$ cat src/sv/ssu_pkg.sv
`default_nettype none
package ssu_pkg;

    localparam int MAX_REACTIONS = 16;
    localparam int MAX_SPECIES   = 16;
    localparam int RIDX_W        = $clog2(MAX_REACTIONS);
    localparam int SIDX_W        = $clog2(MAX_SPECIES);
    localparam int CNT_W         = 32;
    localparam int PROP_W        = 64;
    localparam int TIME_W        = 48;
    localparam int MUL_A_W       = 64;
    localparam int MUL_B_W       = 32;
    localparam int MUL_P_W       = MUL_A_W + MUL_B_W;

    typedef enum logic [1:0] {
        OP_STOICH = 2'd0,
        OP_RATE   = 2'd1,
        OP_COUNT  = 2'd2,
        OP_STEP   = 2'd3
    } t_opcode;

    typedef enum logic [1:0] {
        CFG_REACTIONS = 2'd0,
        CFG_SPECIES   = 2'd1,
        CFG_TIME_LIM  = 2'd2,
        CFG_UNUSED    = 2'd3
    } t_cfg_index;

    typedef enum logic [4:0] {
        ST_IDLE, ST_REACT, ST_READ, ST_EVAL, ST_FACT, ST_FACT_W, ST_RATE, ST_RATE_W,
        ST_CHECK, ST_THR, ST_THR_W, ST_SCAN, ST_UPD_RD, ST_UPD, ST_DIV, ST_FIN, ST_OUT
    } t_state;

endpackage
`default_nettype wire

$ cat src/sv/ssu_mul.sv
`default_nettype none
// 64 x 32 multiplier built from one 32 x 32 product used twice.
module ssu_mul
    import ssu_pkg::*;
(
    input  wire logic               i_clk,
    input  wire logic               i_rst_n,
    input  wire logic               i_start,
    input  wire logic [MUL_A_W-1:0] i_a,
    input  wire logic [MUL_B_W-1:0] i_b,
    output logic                    o_done,
    output logic [MUL_P_W-1:0]      o_p
);

    logic [1:0]         r_cnt;
    logic               r_done;
    logic [MUL_A_W-1:0] r_a;
    logic [MUL_B_W-1:0] r_b;
    logic [63:0]        r_lo;
    logic [63:0]        r_hi;
    logic [MUL_P_W-1:0] r_p;
    logic [31:0]        w_half;
    logic [63:0]        w_prod;

    assign w_half = (r_cnt == 2'd1) ? r_a[31:0] : r_a[63:32];
    assign w_prod = w_half * r_b;

    always_ff @(posedge i_clk) begin
        if (!i_rst_n) begin
            r_cnt  <= 2'd0;
            r_done <= 1'b0;
        end else begin
            r_done <= (r_cnt == 2'd3);
            if (i_start) begin
                r_cnt <= 2'd1;
            end else if (r_cnt != 2'd0) begin
                r_cnt <= r_cnt + 2'd1;
            end
        end
    end

    always_ff @(posedge i_clk) begin
        if (i_start) begin
            r_a <= i_a;
            r_b <= i_b;
        end
        if (r_cnt == 2'd1) begin
            r_lo <= w_prod;
        end
        if (r_cnt == 2'd2) begin
            r_hi <= w_prod;
        end
        if (r_cnt == 2'd3) begin
            r_p <= {r_hi, 32'd0} + {32'd0, r_lo};
        end
    end

    assign o_done = r_done;
    assign o_p    = r_p;

endmodule
`default_nettype wire

$ cat config.mk
export PLATFORM = sky130hd
export DESIGN_NAME = ssu_mul
export DESIGN_NICKNAME = d
export VERILOG_FILES = /design/src/sv/ssu_pkg.sv /design/src/sv/ssu_mul.sv
export SDC_FILE = /design/constraint.sdc
export NUM_CORES = 2
export LEC_CHECK = 0
export BUFFER_PORTS_ARGS = -buffer_cell sky130_fd_sc_hd__buf_2
export CORE_UTILIZATION = 59
export DETAILED_ROUTE_END_ITERATION = 8
export GPL_TIMING_DRIVEN = 0
export PLACE_DENSITY = 0.8
export SLEW_MARGIN = 20
export SYNTH_ARGS = -nofsm -noshare
export SYNTH_HDL_FRONTEND = slang
export SYNTH_SLANG_ARGS = --single-unit
$ cat constraint.sdc
create_clock -name i_clk -period 10 [get_ports i_clk]
set_input_delay 2 -clock i_clk [delete_from_list [all_inputs] [get_ports i_clk]]
set_output_delay 2 -clock i_clk [all_outputs]
set_load 0.1 [all_outputs]
==> impl_metrics.prom <==
# TYPE chip_impl_metric gauge
chip_impl_info{name="status",value="finished clean"} 1
chip_impl_metric{name="grt_pass1_wl",unit="µm"} 220300
chip_impl_metric{name="via_density_per_instance",unit=""} 5.934
chip_impl_info{name="clock_tree_from_tritoncts",value="built"} 1
chip_impl_metric{name="critical_path_arrival",unit="ps"} 10220
chip_impl_info{name="worst_setup_path_start_kind",value="flip-flop"} 1
chip_impl_metric{name="nets",unit=""} 5951
chip_impl_info{name="dominantRegCellSynth",value="sky130_fd_sc_hd__edfxtp_1"} 1
chip_impl_info{name="rsz0062_at_grt",value="false"} 1
chip_impl_metric{name="grt-ovfl-total",unit=""} 0
chip_impl_metric{name="ctsLongestPathBuffers",unit=""} 3
chip_impl_info{name="critical_path.endpoint_type",value="flip-flop"} 1
chip_impl_metric{name="max_clock_freq",unit="MHz"} 100.6
chip_impl_metric{name="antenna_found_initial",unit=""} 12
chip_impl_metric{name="async_reset_ff_share",unit="%"} 0
chip_impl_metric{name="io_pins",unit=""} 196
chip_impl_metric{name="synth_enable_flop_cells",unit=""} 320
chip_impl_metric{name="final_hold_viol_count",unit=""} 0
chip_impl_metric{name="drive_gt1_share",unit="%"} 7.375
chip_impl_metric{name="clock_sinks",unit=""} 323
chip_impl_metric{name="hpwlAfterDp",unit="µm"} 122200
chip_impl_metric{name="routed_wl",unit="µm"} 152000
chip_impl_metric{name="grt_use_total",unit="%"} 39.47
chip_impl_metric{name="detail_route.drc_violations",unit=""} 0
chip_impl_metric{name="grt_pass1_vias",unit=""} 34600
chip_impl_info{name="cp_slowest_cell",value="sky130_fd_sc_hd__clkbuf_1"} 1
chip_impl_metric{name="floorplan.initialDensity",unit="%"} 60.03
chip_impl_metric{name="critPathMaxFanout",unit=""} 12
chip_impl_metric{name="die_area",unit="µm²"} 78910
chip_impl_metric{name="drv_cap",unit=""} 0
chip_impl_metric{name="setup-tns-final",unit="ps"} 0
chip_impl_info{name="cts.root.buffer_cell",value="sky130_fd_sc_hd__clkbuf_16"} 1
chip_impl_info{name="hold_path_class",value="reg -> reg"} 1
chip_impl_metric{name="postSynthAreaPerCell",unit="µm²"} 10.39
chip_impl_metric{name="fin_worst_hold_slack",unit="ps"} 417.6
chip_impl_metric{name="worstSkewPairLatency",unit="ps"} 570
chip_impl_metric{name="ys_types",unit=""} 69
chip_impl_metric{name="required",unit="ps"} 10280
chip_impl_metric{name="coreArea",unit="µm²"} 76450
chip_impl_metric{name="ys_ff_latch",unit=""} 323
chip_impl_metric{name="worst_clock_skew",unit="ps"} 17.69
chip_impl_metric{name="num_vias",unit=""} 33940
chip_impl_metric{name="detail_route.wl_per_cell",unit="µm"} 26.57
chip_impl_metric{name="ys_warn_count",unit=""} 0
chip_impl_metric{name="num_cts_buffers",unit=""} 35
chip_impl_metric{name="detailedRoute.firstPassIterationCount",unit=""} 6
chip_impl_metric{name="post_synthesis_instance_total",unit=""} 4419
chip_impl_metric{name="period_minus_slack",unit="ps"} 9940
chip_impl_metric{name="mappedNetlistArea",unit="µm²"} 45900
chip_impl_info{name="path_class",value="reg -> reg"} 1
chip_impl_metric{name="dieWidth",unit="µm"} 280.9
chip_impl_metric{name="worst_slew_margin_rel",unit="%"} 10.22
chip_impl_info{name="yosys-top-cells-area",value="sky130_fd_sc_hd__fa_1 (39%), sky130_fd_sc_hd__edfxtp_1 (21%), sky130_fd_sc_hd__ha_1 (8.2%)"} 1
chip_impl_metric{name="final_max_slew_viol_count",unit=""} 0
chip_impl_metric{name="worst_setup_hold_path_clk_slew",unit="ps"} 50
chip_impl_info{name="crit_top_cell",value="sky130_fd_sc_hd__fa_1"} 1
chip_impl_metric{name="detail-route-antenna-nets",unit=""} 0
chip_impl_metric{name="drtIter0Drc",unit=""} 3536
chip_impl_metric{name="numPortBuffers",unit=""} 195
chip_impl_info{name="yosysTopAreaCell",value="sky130_fd_sc_hd__fa_1"} 1
chip_impl_metric{name="pin_count_of_the_biggest_net_entering_global_routing",unit=""} 62
chip_impl_metric{name="seq_area_frac_synth",unit="%"} 21.07
chip_impl_metric{name="row_count",unit=""} 101
chip_impl_metric{name="setup_viol_count_final",unit=""} 0
chip_impl_metric{name="fp.dieH",unit="µm"} 280.9
chip_impl_metric{name="final_worst_path_period_share",unit="%"} 99.40
chip_impl_metric{name="mappedNetlistNets",unit=""} 5714
chip_impl_metric{name="htree_levels",unit=""} 2
chip_impl_metric{name="worst_pin_slew",unit="ps"} 1347
chip_impl_metric{name="flow.area_growth_from_synthesis",unit="%"} 7.786
chip_impl_metric{name="routabilityCongestion",unit=""} 1.096
chip_impl_metric{name="worst-r2r-setup-slack",unit="ps"} 60
chip_impl_metric{name="synthDominantCellAreaShare",unit="%"} 39.12
chip_impl_metric{name="slowest_delay",unit="ps"} 990
## worst max-delay path, delay by kind of cell (launching register included)
family | cells | cell delay, ps
AND/OR/NAND/NOR | 1 | 270
buffers and inverters | 10 | 1980
adder cells (fa/ha/maj) | 10 | 4570
multiplexers | 1 | 250
AO/OA/AOI/OAI | 6 | 1620
flip-flops | 1 | 370
XOR/XNOR | 1 | 540
## per-stage QoR
stage          setup WS, ps  area [µm²]  utilization, %  std cells
2_1_floorplan         268.2       45900               -       4419
3_3_place_gp          -2996       48160           62.99       5644
3_5_place_dp          -1208       48320           63.20       5648
4_1_cts               83.18       49400           64.62       5706
5_1_grt               20.78       49440           64.67       5709
6_report              59.72       49470           64.71       5720
## what timing repair did
item                                    CTS  global route
endpoints found under the setup margin   80            28
resized for setup                        21            33
gates cloned                              0             0
hold buffers                              0             0
pin swaps                                 0             0
buffers inserted                          0             2
## layer usage
metal	wire length [µm]	up-vias	part of all wire [%]	GRT usage (%)
met5	88	-	0.058	0
met3	22020	654	14	15.37
li1	-	13960	-	-
met1	53470	16760	35	48.50
met2	64620	2559	43	58.60
met4	11760	8	7.7	24.41
## cell usage after synthesis (all sizes together) (2+ instances only)
cell / instances
dfxtp: 3
nand3: 23
nand3b: 3
a211oi: 7
a21o: 60
nor2: 45
inv: 891
and2: 598
o211ai: 7
or2: 6
ha: 299
o31ai: 6
or3: 6
and3: 28
a211o: 3
nor4: 4
o21bai: 17
and4: 3
o21a: 11
a221oi: 6
a2111oi: 2
a31o: 5
o21ai: 59
o311a: 2
nand2b: 5
buf: 6
fa: 897
xnor2: 73
o31a: 3
nand4: 31
xor2: 51
a221o: 3
a31oi: 18
o221ai: 3
or4: 3
nor3: 16
mux2i: 2
a21oi: 95
clkbuf: 229
o21ba: 2
edfxtp: 320
mux2: 32
nand2: 516
nor2b: 6
## cells by family after synthesis
group	after synthesis	synth area share, %
buffers and inverters	1126	9.217
AOI/OAI and AO/OA	318	4.632
and+or+nand+nor	1298	14.61
DFF	323	21.07
adders and majority gates	1196	47.28
muxes	34	0.8287
xor gates and xnor gates	124	2.366
## path summary, 6_finish.rpt
check,from,cells past startpoint,end
min reg2reg,r_lo[11],0,o_p[11]
max,r_cnt[1],29,r_hi[40]
max reg2reg,r_cnt[1],29,r_hi[40]
min,r_lo[11],0,o_p[11]
## flip-flops by register name, indices dropped and copies added (netlist names)
signal and flops:
o_done 1, r_b 32, r_lo 64, o_p 96
r_cnt 2, r_hi 64, r_a 64
## final cells by class
| type | count | area, µm² |
|---|---|---|
| flip-flops and latches | 323 | 9669 |
| clock buffers | 43 | 925.9 |
| inverters | 891 | 3344 |
| plain buffers | 234 | 924.6 |
| diodes | 12 | 30.03 |
| repair buffers | 201 | 1107 |
| well taps | 1030 | 1289 |
| multi-input cells | 2970 | 32050 |
| clock inverters | 16 | 127.6 |
| fillers | 6164 | 26980 |
## layout by cell type, fill, tap and decap left out, types with 45 or more instances in the layout
cell,Yosys,routed
sky130_fd_sc_hd__fa_1,897,897
sky130_fd_sc_hd__inv_1,891,891
sky130_fd_sc_hd__and2_1,597,597
sky130_fd_sc_hd__nand2_1,516,516
sky130_fd_sc_hd__edfxtp_1,320,320
sky130_fd_sc_hd__ha_1,299,296
sky130_fd_sc_hd__clkbuf_1,229,209
sky130_fd_sc_hd__buf_2,3,197
sky130_fd_sc_hd__a21oi_1,95,94
sky130_fd_sc_hd__xnor2_1,73,72
sky130_fd_sc_hd__a21o_1,60,60
sky130_fd_sc_hd__xor2_1,51,51
sky130_fd_sc_hd__o21ai_0,50,50
sky130_fd_sc_hd__nor2_1,45,45
Power is left out: the tool's default activity adds up to more than one toggle a clock period on the data nets, which glitch-free logic cannot reach.
